File: config.mk
export PLATFORM = sky130hd
export DESIGN_NAME = ble_ad_structure_parser_core
export DESIGN_NICKNAME = d
export VERILOG_FILES = /design/src/design/bleadp_pkg.sv /design/src/design/bleadp_scan.sv /design/src/design/ble_ad_structure_parser_core.sv
export SDC_FILE = /design/constraint.sdc
export NUM_CORES = 1
export LEC_CHECK = 0
export ABC_AREA = 1
export BUFFER_PORTS_ARGS = -buffer_cell sky130_fd_sc_hd__buf_2
export CORE_MARGIN = 3
export CORE_UTILIZATION = 42
export CTS_BUF_LIST = sky130_fd_sc_hd__clkbuf_4 sky130_fd_sc_hd__clkbuf_8
export DETAILED_ROUTE_END_ITERATION = 7
export PLACE_DENSITY = 0.62
export SYNTH_ARGS = -nofsm -noshare
export SYNTH_HDL_FRONTEND = slang
export SYNTH_HIERARCHICAL = 1
export SYNTH_SLANG_ARGS = --single-unit
File: constraint.sdc
create_clock -name clk_i -period 4.3 [get_ports clk_i]
set_clock_uncertainty 0.05 [all_clocks]
set_input_delay 0.86 -clock clk_i [delete_from_list [all_inputs] [get_ports clk_i]]
set_output_delay 0.86 -clock clk_i [all_outputs]
set_load 0.05 [all_outputs]
File: src/design/bleadp_pkg.sv
`default_nettype none
package bleadp_pkg;

  localparam int unsigned MaxPayloadDefault = 255;
  localparam int unsigned MaxPrefixDefault  = 8;

  localparam logic [7:0] TypeShortName = 8'h08;
  localparam logic [7:0] TypeFullName  = 8'h09;
  localparam logic [7:0] TypeService16 = 8'h16;

  localparam int unsigned CfgDataWidth  = 64;
  localparam int unsigned CfgIndexWidth = 2;
  localparam int unsigned OutDataWidth  = 24;

  typedef enum logic [CfgIndexWidth-1:0] {
    CFG_NAME_PREFIX   = 2'd0,
    CFG_PREFIX_LENGTH = 2'd1,
    CFG_SERVICE_UUID  = 2'd2
  } cfg_idx_e;

  typedef struct packed {
    logic [63:0] name_prefix;
    logic [3:0]  prefix_length;
    logic [15:0] service_uuid;
  } cfg_t;

  typedef struct packed {
    logic [7:0] service_length;
    logic [7:0] service_offset;
    logic       service_found;
    logic       has_name_field;
    logic       name_match;
  } result_t;

  function automatic logic is_name_type(logic [7:0] t);
    return (t == TypeShortName) || (t == TypeFullName);
  endfunction

endpackage
`default_nettype wire

File: src/design/bleadp_scan.sv
`default_nettype none
module bleadp_scan #(
  parameter int unsigned MAX_PAYLOAD = bleadp_pkg::MaxPayloadDefault,
  parameter int unsigned MAX_PREFIX  = bleadp_pkg::MaxPrefixDefault
) (
  input  wire logic                clk_i,
  input  wire logic                rst_ni,
  input  wire logic                step_i,
  input  wire logic [7:0]          byte_i,
  input  wire logic                last_i,
  input  wire bleadp_pkg::cfg_t    cfg_i,
  output bleadp_pkg::result_t      result_o
);

  logic [7:0] pos_q, pos_d;
  logic [8:0] fend_q, fend_d;
  logic [7:0] flen_q, flen_d;
  logic [7:0] ftype_q, ftype_d;
  logic [7:0] uuid_lo_q, uuid_lo_d;
  logic       mis_q, mis_d;
  logic       stop_q, stop_d;
  logic       matched_q, matched_d;
  logic       seen_q, seen_d;
  logic       hit_q, hit_d;
  logic [7:0] hit_off_q, hit_off_d;
  logic [7:0] hit_len_q, hit_len_d;

  logic [3:0] plen;
  logic [8:0] pos9;
  logic [7:0] idx;
  logic [7:0] didx;
  logic [7:0] want;

  assign plen = (cfg_i.prefix_length > 4'(MAX_PREFIX)) ? 4'(MAX_PREFIX) : cfg_i.prefix_length;
  assign pos9 = {1'b0, pos_q};
  assign idx  = 8'(pos9 - fend_q + {1'b0, flen_q});
  assign didx = idx - 8'd1;
  assign want = cfg_i.name_prefix[{didx[2:0], 3'b000} +: 8];

  always_comb begin
    pos_d     = pos_q;
    fend_d    = fend_q;
    flen_d    = flen_q;
    ftype_d   = ftype_q;
    uuid_lo_d = uuid_lo_q;
    mis_d     = mis_q;
    stop_d    = stop_q;
    matched_d = matched_q;
    seen_d    = seen_q;
    hit_d     = hit_q;
    hit_off_d = hit_off_q;
    hit_len_d = hit_len_q;

    if (step_i && (pos_q < 8'(MAX_PAYLOAD))) begin
      pos_d = pos_q + 8'd1;
      if (!stop_q) begin
        if (pos9 == fend_q) begin
          if (byte_i == 8'd0) begin
            stop_d = 1'b1;
          end else begin
            flen_d = byte_i;
            fend_d = pos9 + 9'd1 + {1'b0, byte_i};
            mis_d  = 1'b0;
          end
        end else begin
          if (idx == 8'd0) begin
            ftype_d = byte_i;
          end else if (bleadp_pkg::is_name_type(ftype_q)) begin
            if ((didx < {4'b0, plen}) && (byte_i != want)) mis_d = 1'b1;
          end else if (ftype_q == bleadp_pkg::TypeService16) begin
            if (idx == 8'd1) begin
              uuid_lo_d = byte_i;
            end else if (idx == 8'd2) begin
              if ({byte_i, uuid_lo_q} != cfg_i.service_uuid) mis_d = 1'b1;
            end
          end
          // field complete on this byte
          if (9'(pos9 + 9'd1) == fend_q) begin
            if (bleadp_pkg::is_name_type(ftype_d) && (flen_q >= 8'd2) && (plen != 4'd0) &&
                !matched_q) begin
              seen_d = 1'b1;
              if (((flen_q - 8'd1) >= {4'b0, plen}) && !mis_d) matched_d = 1'b1;
            end
            if ((ftype_d == bleadp_pkg::TypeService16) && (flen_q >= 8'd3) && !mis_d &&
                !hit_q) begin
              hit_d     = 1'b1;
              hit_off_d = 8'(fend_q - {1'b0, flen_q} + 9'd3);
              hit_len_d = flen_q - 8'd3;
            end
          end
        end
      end
    end

    result_o.name_match     = matched_d;
    result_o.has_name_field = seen_d;
    result_o.service_found  = hit_d;
    result_o.service_offset = hit_d ? hit_off_d : 8'd0;
    result_o.service_length = hit_d ? hit_len_d : 8'd0;
  end

  always_ff @(posedge clk_i or negedge rst_ni) begin
    if (!rst_ni) begin
      pos_q     <= '0;
      fend_q    <= '0;
      flen_q    <= '0;
      ftype_q   <= '0;
      uuid_lo_q <= '0;
      mis_q     <= 1'b0;
      stop_q    <= 1'b0;
      matched_q <= 1'b0;
      seen_q    <= 1'b0;
      hit_q     <= 1'b0;
      hit_off_q <= '0;
      hit_len_q <= '0;
    end else if (step_i && last_i) begin
      pos_q     <= '0;
      fend_q    <= '0;
      flen_q    <= '0;
      ftype_q   <= '0;
      uuid_lo_q <= '0;
      mis_q     <= 1'b0;
      stop_q    <= 1'b0;
      matched_q <= 1'b0;
      seen_q    <= 1'b0;
      hit_q     <= 1'b0;
      hit_off_q <= '0;
      hit_len_q <= '0;
    end else begin
      pos_q     <= pos_d;
      fend_q    <= fend_d;
      flen_q    <= flen_d;
      ftype_q   <= ftype_d;
      uuid_lo_q <= uuid_lo_d;
      mis_q     <= mis_d;
      stop_q    <= stop_d;
      matched_q <= matched_d;
      seen_q    <= seen_d;
      hit_q     <= hit_d;
      hit_off_q <= hit_off_d;
      hit_len_q <= hit_len_d;
    end
  end

  // next length byte never lies behind the scan position
  a_fend_ahead: assert property (@(posedge clk_i) disable iff (!rst_ni)
    (!stop_q && (pos_q < 8'(MAX_PAYLOAD))) |-> (pos9 <= fend_q))
    else $error("field end behind byte position");

  a_hit_len: assert property (@(posedge clk_i) disable iff (!rst_ni)
    hit_q |-> (hit_len_q <= 8'd252))
    else $error("service length out of range");

  a_no_hit_clear: assert property (@(posedge clk_i) disable iff (!rst_ni)
    !hit_q |-> ((hit_off_q == 8'd0) && (hit_len_q == 8'd0)))
    else $error("service record without hit");

  a_match_seen: assert property (@(posedge clk_i) disable iff (!rst_ni)
    matched_q |-> seen_q)
    else $error("name match without name field");

  a_clear_after_last: assert property (@(posedge clk_i) disable iff (!rst_ni)
    (step_i && last_i) |=> ((pos_q == 8'd0) && !stop_q && !hit_q))
    else $error("payload state not cleared");

endmodule
`default_nettype wire

File: src/design/ble_ad_structure_parser_core.sv
// ble advertising data parser
// s_axis: one payload byte per transfer in tdata, tlast marks the final byte of a payload.
// m_axis: one summary transfer per payload, issued for the byte carrying tlast.
// cfg: write enable, register index and data; writes take effect for the next byte and
//   are expected only while no payload is in flight.
// registers: 0 name prefix (first byte in bits 7..0), 1 prefix length, 2 service uuid
// path: input register, then the combinational scan step of byte compares and a 9-bit add,
//   then the result register that holds the summary of the tlast byte
// throughput: one byte per cycle while no final byte waits for the output register
// reset: clears the scan state and all valid flags, loads prefix length 1, prefix 0, uuid 0
// stall: a pending summary holds in the output register; non-final bytes keep flowing,
//   a final byte waits in the input register until the output register frees up,
//   and s_axis_tready_o drops only then
// bytes past MAX_PAYLOAD within a payload are dropped, tlast still closes the payload
`default_nettype none
module ble_ad_structure_parser_core #(
  parameter int unsigned MAX_PAYLOAD = bleadp_pkg::MaxPayloadDefault,
  parameter int unsigned MAX_PREFIX  = bleadp_pkg::MaxPrefixDefault
) (
  input  wire logic                                  clk_i,
  input  wire logic                                  rst_ni,
  input  wire logic                                  s_axis_tvalid_i,
  output logic                                       s_axis_tready_o,
  input  wire logic [7:0]                            s_axis_tdata_i,  // data_byte
  input  wire logic                                  s_axis_tlast_i,
  output logic                                       m_axis_tvalid_o,
  input  wire logic                                  m_axis_tready_i,
  // name_match, has_name_field, service_found, service_offset[7:0], service_length[7:0]
  output logic [bleadp_pkg::OutDataWidth-1:0]        m_axis_tdata_o,
  input  wire logic                                  cfg_we_i,
  input  wire logic [bleadp_pkg::CfgIndexWidth-1:0]  cfg_index_i,
  input  wire logic [bleadp_pkg::CfgDataWidth-1:0]   cfg_data_i
);

  bleadp_pkg::cfg_t    cfg_q;
  bleadp_pkg::result_t scan_res;
  bleadp_pkg::result_t out_q;

  logic       s1_valid_q;
  logic [7:0] s1_byte_q;
  logic       s1_last_q;
  logic       out_valid_q;
  logic       out_free;
  logic       s1_adv;

  always_ff @(posedge clk_i or negedge rst_ni) begin
    if (!rst_ni) begin
      cfg_q.name_prefix   <= '0;
      cfg_q.prefix_length <= 4'd1;
      cfg_q.service_uuid  <= '0;
    end else if (cfg_we_i) begin
      unique case (cfg_index_i)
        bleadp_pkg::CFG_NAME_PREFIX:   cfg_q.name_prefix   <= cfg_data_i;
        bleadp_pkg::CFG_PREFIX_LENGTH: cfg_q.prefix_length <= cfg_data_i[3:0];
        bleadp_pkg::CFG_SERVICE_UUID:  cfg_q.service_uuid  <= cfg_data_i[15:0];
        default: ;
      endcase
    end
  end

  assign out_free        = !out_valid_q || m_axis_tready_i;
  assign s1_adv          = s1_valid_q && (!s1_last_q || out_free);
  assign s_axis_tready_o = !s1_valid_q || s1_adv;

  always_ff @(posedge clk_i or negedge rst_ni) begin
    if (!rst_ni) begin
      s1_valid_q <= 1'b0;
    end else if (s_axis_tready_o) begin
      s1_valid_q <= s_axis_tvalid_i;
    end
  end

  always_ff @(posedge clk_i) begin
    if (s_axis_tready_o && s_axis_tvalid_i) begin
      s1_byte_q <= s_axis_tdata_i;
      s1_last_q <= s_axis_tlast_i;
    end
  end

  bleadp_scan #(
    .MAX_PAYLOAD(MAX_PAYLOAD),
    .MAX_PREFIX (MAX_PREFIX)
  ) u_scan (
    .clk_i   (clk_i),
    .rst_ni  (rst_ni),
    .step_i  (s1_adv),
    .byte_i  (s1_byte_q),
    .last_i  (s1_last_q),
    .cfg_i   (cfg_q),
    .result_o(scan_res)
  );

  always_ff @(posedge clk_i or negedge rst_ni) begin
    if (!rst_ni) begin
      out_valid_q <= 1'b0;
    end else if (s1_adv && s1_last_q) begin
      out_valid_q <= 1'b1;
    end else if (m_axis_tready_i) begin
      out_valid_q <= 1'b0;
    end
  end

  always_ff @(posedge clk_i) begin
    if (s1_adv && s1_last_q) begin
      out_q <= scan_res;
    end
  end

  assign m_axis_tvalid_o = out_valid_q;
  assign m_axis_tdata_o  = {5'b0, out_q};

endmodule
`default_nettype wire
# == Yosys cells after proc, flatten, opt, wreduce, memory -nomap -nowiden ==
# Cells that the tools add are included.
# totals
reg_bits,176
input_bits,80
out_inout_bits,26
wordCells,182
# op_classes
add_sub_neg,10
n_lt_le_gt_ge,6
n_eq_ne,20
shift,1
mux,82
reduce_logical,39
# ops
operator,count
8-bit 2-to-1 mux,35
64-bit by 7-bit variable part select with 8-bit output,1
9-bit 2-to-1 mux,5
1-bit 2-to-1 mux,41
"8-bit by 4-bit equality test with 1-bit output, second input constant",4
"8-bit by 5-bit equality test with 1-bit output, second input constant",2
"8-bit by 2-bit greater-or-equal comparator with 1-bit output, second input constant",2
8-bit zero test,2
16-bit inequality test,1
"8-bit by 1-bit subtractor with 8-bit output, second input constant",2
8-bit subtractor,2
1-bit logical AND,12
"2-bit inequality test, second input constant",5
2-bit nonzero test,5
"8-bit by 1-bit adder with 9-bit output, second input constant",1
9-bit by 8-bit adder with 9-bit output,1
8-bit by 9-bit equality test with 1-bit output,1
9-bit equality test,1
"8-bit by 1-bit adder with 8-bit output, second input constant",1
"8-bit by 2-bit adder with 8-bit output, second input constant",1
8-bit adder,1
"8-bit by 1-bit equality test with 1-bit output, second input constant",1
"8-bit by 2-bit equality test with 1-bit output, second input constant",1
8-bit by 4-bit greater-or-equal comparator with 1-bit output,1
17 further kinds,29

# == Depth between registers and ports, before layout ==
# Gate-level depths: netlist of run 1.
# depth
depth_word,21
depth_mapped,29
depth_no_buf,28

# == Hierarchy ==
# The synthesis of run 1 kept the hierarchy.
# by_module_without_submodules
module,instances,cells_per_inst,area_each_um2,seq_area_each_um2
bleadp_scan,1,951,6322.3,1551.5
ble_ad_structure_parser_core,1,418,4510.6,2994.1

# == Least setup slack after synthesis of run 1 ==
# OpenSTA, ideal clock, no wires.
# synth_timing
kind,register -> register
from,reg u_scan.flen_q[0]
to,"reg out_q, in the netlist m_axis_tdata_o[8], data pin"
setup_time_ps,249
arrival_time_ps,3619
t_required_ps,4001
setup_slack_ps,382
stages_incl_launch_ff,29
path_buffers,3
period_less_slack_ps,3918
path_cell_list,dfrtp_1 -> inv_1 -> ha_1 -> inv_1 -> ha_1 -> inv_1 -> fa_1 -> ha_1 -> buf_2 -> inv_2 -> buf_2 -> nand3_1 -> nand2_1 -> nand2_1 -> nand2_1 -> nand2_1 -> nand2_1 -> nand2_1 -> nor2_1 -> nand2_1 -> nand2_1 -> nand2_1 -> a21oi_2 -> nand3_4 -> buf_6 -> nand2_1 -> nand2_1 -> nand2_1 -> inv_1
# synth_via
elab_chain_len,19
word_cells_on_any_way,40
classes_between,add/sub (4); order compare (2); eq/ne (4); shift (1); mux (23); reduce/logical (6)
# synth_rtl
element,line_no,text
start: declaration,bleadp_scan.sv:17,"logic [7:0] flen_q, flen_d;"
start signal: assignment,bleadp_scan.sv:132,flen_q <= flen_d;
8-bit adder,bleadp_scan.sv:36,"assign idx = 8'(pos9 - fend_q + {1'b0, flen_q});"
8-bit by 1-bit subtractor with 8-bit output,bleadp_scan.sv:37,assign didx = idx - 8'd1;
64-bit by 7-bit variable part select with 8-bit output,bleadp_scan.sv:38,"assign want = cfg_i.name_prefix[{didx[2:0], 3'b000} +: 8];"
8-bit inequality test,bleadp_scan.sv:69,"if ((didx < {4'b0, plen}) && (byte_i != want)) mis_d = 1'b1;"
1-bit logical AND,bleadp_scan.sv:69,
1-bit 2-to-1 mux,bleadp_scan.sv:69,
1-bit 2-to-1 mux,bleadp_scan.sv:68,end else if (bleadp_pkg::is_name_type(ftype_q)) begin
1-bit 2-to-1 mux,bleadp_scan.sv:66,if (idx == 8'd0) begin
[... 2 more ...],n/a,
1-bit 2-to-1 mux,bleadp_scan.sv:54,if (step_i && (pos_q < 8'(MAX_PAYLOAD))) begin
1-bit zero test,bleadp_scan.sv:84,if ((ftype_d == bleadp_pkg::TypeService16) && (flen_q >= 8'd3) && !mis_d &&
1-bit logical AND (2 in series),bleadp_scan.sv:84,
8-bit 2-to-1 mux / 1-bit 2-to-1 mux (equally long branches),bleadp_scan.sv:84,
8-bit 2-to-1 mux / 1-bit 2-to-1 mux (equally long branches),bleadp_scan.sv:78,if (9'(pos9 + 9'd1) == fend_q) begin
8-bit 2-to-1 mux / 1-bit 2-to-1 mux (equally long branches),bleadp_scan.sv:57,if (pos9 == fend_q) begin
8-bit 2-to-1 mux / 1-bit 2-to-1 mux (equally long branches),bleadp_scan.sv:56,if (!stop_q) begin
8-bit 2-to-1 mux / 1-bit 2-to-1 mux (equally long branches),bleadp_scan.sv:54,
end signal: assignment,ble_ad_structure_parser_core.sv:105,out_q <= scan_res;
end: declaration,ble_ad_structure_parser_core.sv:37,bleadp_pkg::result_t out_q;
# Several ways; a longest one is shown, not always the timed one. The select of a mux whose other input is x is not followed.
# A chain may end at the register's enable or synchronous reset.

==> results of run 1 <==
## per-layer routing
layer / up-vias / track usage (%) / wire length (um)
met5: - / 0 / 0
met4: 0 / 5.88 / 615
met3: 35 / 2.75 / 1290
met2: 248 / 36.1 / 14400
met1: 4349 / 29.4 / 13500
li1: 4589 / - / -
## power breakdown
part	internal [uW]	total (uW)	switching [uW]
sequential	1900	2090	190
clock	513	1250	738
combinational	1510	4270	2760
## synthesized netlist by cell type, types with 2 or more instances
library cell / instances / area (sq um)
edfxtp_1: 28 / 841
ha_1: 49 / 613
inv_1: 143 / 537
nor4_1: 6 / 37.5
xnor2_1: 17 / 149
o21bai_1: 2 / 15.0
buf_2: 20 / 100
and2_1: 3 / 18.8
nor2_2: 4 / 25.0
nand2_1: 460 / 1730
nand4_1: 34 / 213
nand2_2: 17 / 106
buf_4: 18 / 135
buf_6: 4 / 45.0
o21ai_2: 3 / 26.3
nand3b_1: 3 / 22.5
nand3_4: 3 / 52.6
fa_1: 9 / 180
o22ai_1: 20 / 125
nor2_4: 7 / 78.8
nor2_1: 75 / 282
o21ai_0: 27 / 135
dfrtp_1: 147 / 3680
nand3_2: 15 / 150
a21boi_0: 3 / 22.5
nand2_4: 3 / 33.8
nor3_1: 3 / 15.0
inv_2: 8 / 30.0
a21oi_1: 23 / 115
buf_12: 2 / 40.0
clkbuf_1: 7 / 26.3
buf_8: 5 / 75.1
xor2_1: 29 / 254
or2_2: 2 / 12.5
o21a_1: 2 / 15.0
nand3_1: 153 / 766
## path summary, 6_finish.rpt
check	end	slack (ns)	cells after the start
worst min-delay path	u_scan/hit_off_q[3]	0.40	1
min in group clk_i	cfg_q[74]	0.43	2
worst max-delay path	m_axis_tdata_o[17]	0.25	24
max in group asynchronous	u_scan/uuid_lo_q[1]	2.85	2
worst min register to register	cfg_q[74]	0.43	2
worst max register to register	m_axis_tdata_o[17]	0.25	24
## cells in the final DEF (no fill, tap or decap), types with 28 or more instances in the layout
cell type	n
dfrtp_1	146
nor2_1	75
inv_1	142
buf_2	99
nand4_1	34
nand2_1	459
ha_1	45
nand3_1	152
xor2_1	29
edfxtp_1	28
## timing repair
item                                    in CTS  in global routing
setup buffers                                0                  5
endpoints found under the hold margin        0                  0
resized for setup                            0                 13
endpoints found under the setup margin       0                 34
## through the flow
stage	util, %	setup WS [ns]	cell area (sq um)
final	47.8	0.246	12100
after global routing	47.8	0.0116	12100
after CTS	47.3	0.00479	11900
after detailed placement	45.6	0.0475	11500
after global placement	45.6	0.170	11500
after floorplan	-	0.382	10800
## worst max-delay path, cell delays in order, from the launching register on
cell and delay [ns]:
dfrtp_1 0.44, inv_2 0.10, fa_1 0.45, fa_1 0.59
buf_4 0.14, ha_2 0.19, inv_1 0.07, nand3_2 0.12
nand2_2 0.11, ha_1 0.30, nand2_1 0.07, nand2_1 0.05
nand2_1 0.06, nand2_1 0.06, nor2_1 0.08, nand2_1 0.07
nand2_1 0.12, nand2_1 0.08, nand2_1 0.11, nor2_4 0.05
buf_12 0.14, nand2_2 0.07, nand2_4 0.10, inv_4 0.12
nor2_1 0.06
## cell type report
class / instances / area (sq um) / area share [%]
multi-input combinational: 989 / 5360 / 44.5
clock buffer: 18 / 241 / 2.00
sequential: 176 / 4550 / 37.7
timing repair buffer: 125 / 732 / 6.07
tap: 330 / 413 / 3.42
clock inverter: 14 / 186 / 1.55
inverter: 153 / 581 / 4.81
## cells by family (layout without fill, tap and decap cells)
group | count (synthesis) | count (layout) | share of synthesized area, %
compound gates | 87 | 87 | 4.70
flops | 176 | 176 | 42.0
fa+ha+maj | 58 | 58 | 7.32
buf+inv | 210 | 310 | 9.26
other cells | 1 | 5 | 0.0346
simple gates | 791 | 793 | 33.0
xor+xnor | 46 | 46 | 3.72
==> impl_metrics.csv, run 1 <==
group,metric,value,unit
drt,detail-route-antenna-nets,0,
worst_setup_path,startpoint,"u_scan/pos_q[1]",
global_route,grt_pass1_vias,9063,
power,p_total,7610,uW
timing,tns,0,ns
finish,top_register,"cfg_q",
timing,drv_slew,0,
drt,drt_iter0_drc,693,
clocking,hold_buffers,0,
drt,drcViolationCount,0,
global_route,grt_use_total,21.5,%
power,leakage,0.00632,uW
power,peakVddDrop,0.359,mV
finish,drive_gt1_share,15.9,%
timing,hold_ws,0.399,ns
die,fp-row-count,58,
drt,wl,29800,um
logic_synthesis,synth-seq-area-share,42.0,%
die,design.core.area,0.0253,sq mm
logic_synthesis,synth-seq-cells,176,
clocking,clock-sinks,176,
power,powerDensity,631,mW/mm^2
logic_synthesis,syn-mean-instance-area,7.91,sq um
timing,period_share,94.3,%
worst_setup_path,setup.worst_path.end_class,"register",
worst_setup_path,worstPathArrival,4.24,ns
logic_synthesis,synth_edf_count,28,
global_route,antenna_found_initial,0,
clocking,clockBufferDepth,2,
die,die_area,0.0278,sq mm
placed_design,portBuffers,100,
timing,setup-violations-final,0,
placed_design,gp_congestion,0.888,
drt,drt-pass1-iter-count,6,
timing,fin_crit,4.05,ns
logic_synthesis,synth_area,0.0108,sq mm
clocking,clock_latency,0.47,ns
drt,wl_per_cell,16.5,um
die,die_w,167,um
worst_setup_path,timing.rr.start,"u_scan/pos_q[1]",
worst_setup_path,worst_setup_path_start_kind,"register",
global_route,gr-total-overflow,0,
logic_synthesis,async_reset_ff_share,84.1,%
logic_synthesis,syn_inst,1369,
clocking,cts.clk_slew.worst_paths,0.11,ns
drt,via_per_inst,5.11,
die,start_util,42.9,%
logic_synthesis,synth_warnings,6,
finish,n_antenna_cell,0,
placed_design,dp_hpwl,22000,um
placed_design,place_inst,1766,
finish,area_delta_synth_final,11.4,%
flow_run,cap_violations,0,
die,io_pins,106,
clocking,cts-root-buf,"clkbuf_8",
worst_setup_path,path_max_fanout,17,
timing,maxSlewHeadroom,40.7,%
clocking,cts_buffers,17,
finish,fill_cells,2503,
finish,largest_reg_flops,84,
clocking,htreeDepth,4,
finish,nNetsFinal,1600,
die,die_h,167,um
worst_hold_path,hold_path.class,"input pin to async pin",
status,status,"finished, final reports clean",
timing,worst_pin_slew,0.889,ns
logic_synthesis,ys.flop_type,"dfrtp_1",
worst_setup_path,crit_required,4.48,ns
global_route,grt_max_degree,87,
worst_setup_path,worstSetupPathType,"register to register",
global_route,grt_pass1_wl,47900,um
drt,vias,9221,
timing,hold_viol_final,0,
logic_synthesis,ys_types,51,
timing,rsz0062_at_grt,"no",
timing,max_freq,247,MHz
finish,fin_cells,1805,
clocking,cts_tree,"done",
Note: power is estimated with default switching activity, not from simulation.
==> run 2, diff against run 1 <==
--- a/config.mk
+++ b/config.mk
@@ -6,12 +6,12 @@
 export NUM_CORES = 1
 export LEC_CHECK = 0
 export ABC_AREA = 1
-export BUFFER_PORTS_ARGS = -buffer_cell sky130_fd_sc_hd__buf_2
 export CORE_MARGIN = 3
 export CORE_UTILIZATION = 42
 export CTS_BUF_LIST = sky130_fd_sc_hd__clkbuf_4 sky130_fd_sc_hd__clkbuf_8
 export DETAILED_ROUTE_END_ITERATION = 7
-export PLACE_DENSITY = 0.62
+export DONT_BUFFER_PORTS = 1
+export PLACE_DENSITY = 0.58
 export SYNTH_ARGS = -nofsm -noshare
 export SYNTH_HDL_FRONTEND = slang
 export SYNTH_HIERARCHICAL = 1
==> impl_metrics.csv, run 2 (synthesized netlist as in run 1, its figures left out) <==
group,metric,value,unit
drt,via_per_inst,5.15,
worst_setup_path,worst_setup_path_start_kind,"register",
die,fp-row-count,58,
global_route,grt_pass1_wl,46600,um
drt,wl,29200,um
worst_setup_path,worstSetupPathType,"register to register",
status,status,"finished, final reports clean",
timing,maxSlewHeadroom,52.8,%
global_route,grt_pass1_vias,8547,
clocking,cts.clk_slew.worst_paths,0.10,ns
drt,dr_wl_met3,1570,um
clocking,clock-sinks,176,
global_route,antenna_found_initial,0,
placed_design,portBuffers,0,
drt,detail-route-antenna-nets,0,
placed_design,dp_hpwl,21200,um
global_route,grt_max_degree,141,
drt,drt-pass1-iter-count,5,
clocking,htreeDepth,4,
timing,tns,0,ns
finish,area_delta_synth_final,6.16,%
clocking,cts_tree,"done",
die,die_area,0.0278,sq mm
drt,drcViolationCount,0,
finish,top_register,"cfg_q",
timing,worst_pin_slew,0.708,ns
timing,fin_crit,4.04,ns
placed_design,gp_congestion,0.889,
worst_setup_path,setup.worst_path.end_class,"register",
die,die_w,167,um
finish,nNetsFinal,1497,
finish,drive_gt1_share,9.11,%
worst_setup_path,path_max_fanout,10,
finish,largest_reg_flops,84,
drt,wl_per_cell,17.1,um
drt,vias,8763,
finish,layout_common_cells,"458 x nand2_1, 153 x nand3_1, 147 x dfrtp_1, 143 x inv_1, 75 x nor2_1",
global_route,gr-total-overflow,0,
drt,wl_met2,13700,um
worst_setup_path,worstPathArrival,4.21,ns
die,die_h,167,um
die,start_util,42.9,%
clocking,clockBufferDepth,2,
worst_hold_path,hold_path.class,"input pin to async pin",
timing,max_freq,247,MHz
clocking,cts_buffers,17,
worst_setup_path,crit_required,4.46,ns
finish,n_antenna_cell,0,
timing,period_share,94.1,%
drt,route.top_layer_used,"met4",
power,powerDensity,651,mW/mm^2
power,peakVddDrop,0.448,mV
timing,setup-violations-final,0,
die,design.core.area,0.0253,sq mm
timing,drv_slew,0,
die,io_pins,106,
power,leakage,0.00589,uW
flow_run,cap_violations,0,
global_route,grt_use_total,21.0,%
clocking,cts-root-buf,"clkbuf_8",
timing,hold_viol_final,0,
drt,drt_iter0_drc,699,
finish,final_common_cell,"nand2_1",
drt,drt-met1-wl,13200,um
clocking,clock_latency,0.47,ns
finish,final_util,45.5,%
==> run 2: cell types whose count changed in the layout (fill, tap and decap cells not counted), moves of 2 or more <==
cell           change
buf_12             -3
buf_2             -99
buf_4              -4
clkinv_8           -2
dlygate4sd3_1      +3
inv_6              +3
==> run 2: path summary, 6_finish.rpt <==
kind | start | end | slack, ns | depth (start not counted)
worst min register to register | cfg_q[74] | cfg_q[74] | 0.43 | 2
worst max register to register | u_scan/fend_q[1] | m_axis_tdata_o[13] | 0.26 | 23
max in group asynchronous | rst_ni | u_scan/matched_q | 2.89 | 1
worst max-delay path | u_scan/fend_q[1] | m_axis_tdata_o[13] | 0.26 | 23
min in group clk_i | cfg_q[74] | cfg_q[74] | 0.43 | 2
worst min-delay path | rst_ni | u_scan/flen_q[0] | 0.06 | 0
==> run 2: where the power goes <==
| part | switching, uW | internal, uW | total, uW |
|---|---|---|---|
| Combinational | 2660 | 1470 | 4130 |
| Clock | 705 | 547 | 1250 |
| Sequential | 211 | 1900 | 2110 |
==> run 2: area by class of cell <==
type / count / area [sq um]
fill: 2564 / 13800
multi-input combinational: 988 / 5350
sequential: 176 / 4550
inverter: 153 / 583
tap: 330 / 413
clock buffer: 17 / 234
timing repair buffer: 23 / 191
clock inverter: 15 / 186
==> run 2: critical path, cell delays in order (launching register included) <==
cell and delay (ns):
dfrtp_1 0.46, fa_1 0.55, fa_2 0.63, buf_4 0.14
ha_2 0.20, inv_1 0.06, nand3_1 0.12, nand2_4 0.10
ha_1 0.30, nand2_1 0.06, nand2_1 0.07, nand2_1 0.06
nand2_1 0.05, nor2_1 0.09, nand2_1 0.07, nand2_2 0.09
nand2_1 0.07, nand2_2 0.10, nor2_4 0.04, buf_4 0.16
nand2_2 0.07, nand2_4 0.10, inv_6 0.10, nor2_1 0.05
==> run 2: timing repair <==
| action | 4_1_cts | 5_1_grt |
|---|---|---|
| endpoints found under the setup margin | 2 | 18 |
| buffers inserted | 2 | 4 |
| gates cloned | 0 | 1 |
| gates resized for setup | 0 | 15 |
| hold buffers | 1 | 2 |
| pin swaps | 1 | 2 |
| endpoints found under the hold margin | 9 | 5 |
==> run 2: metrics by stage <==
stage	total power, uW	hold slack, ns	instances	area, sq um	worst slack (ns)
finish	7490	0.0551	1702	11500	0.256
detailed placement	6130	0.401	1660	10900	-0.00722
floorplan	5270	0.384	1373	10800	0.382
CTS	7400	0.00431	1695	11400	0.177
global placement	6070	0.403	1660	10900	0.105
global route	8220	0.0121	1702	11500	-0.00516
==> run 2: metal layers <==
metal	GRT usage [%]	vias up
li1	-	4361
met1	28.9	4126
met2	34.1	239
met3	4.41	37
met4	5.34	0
met5	0	-
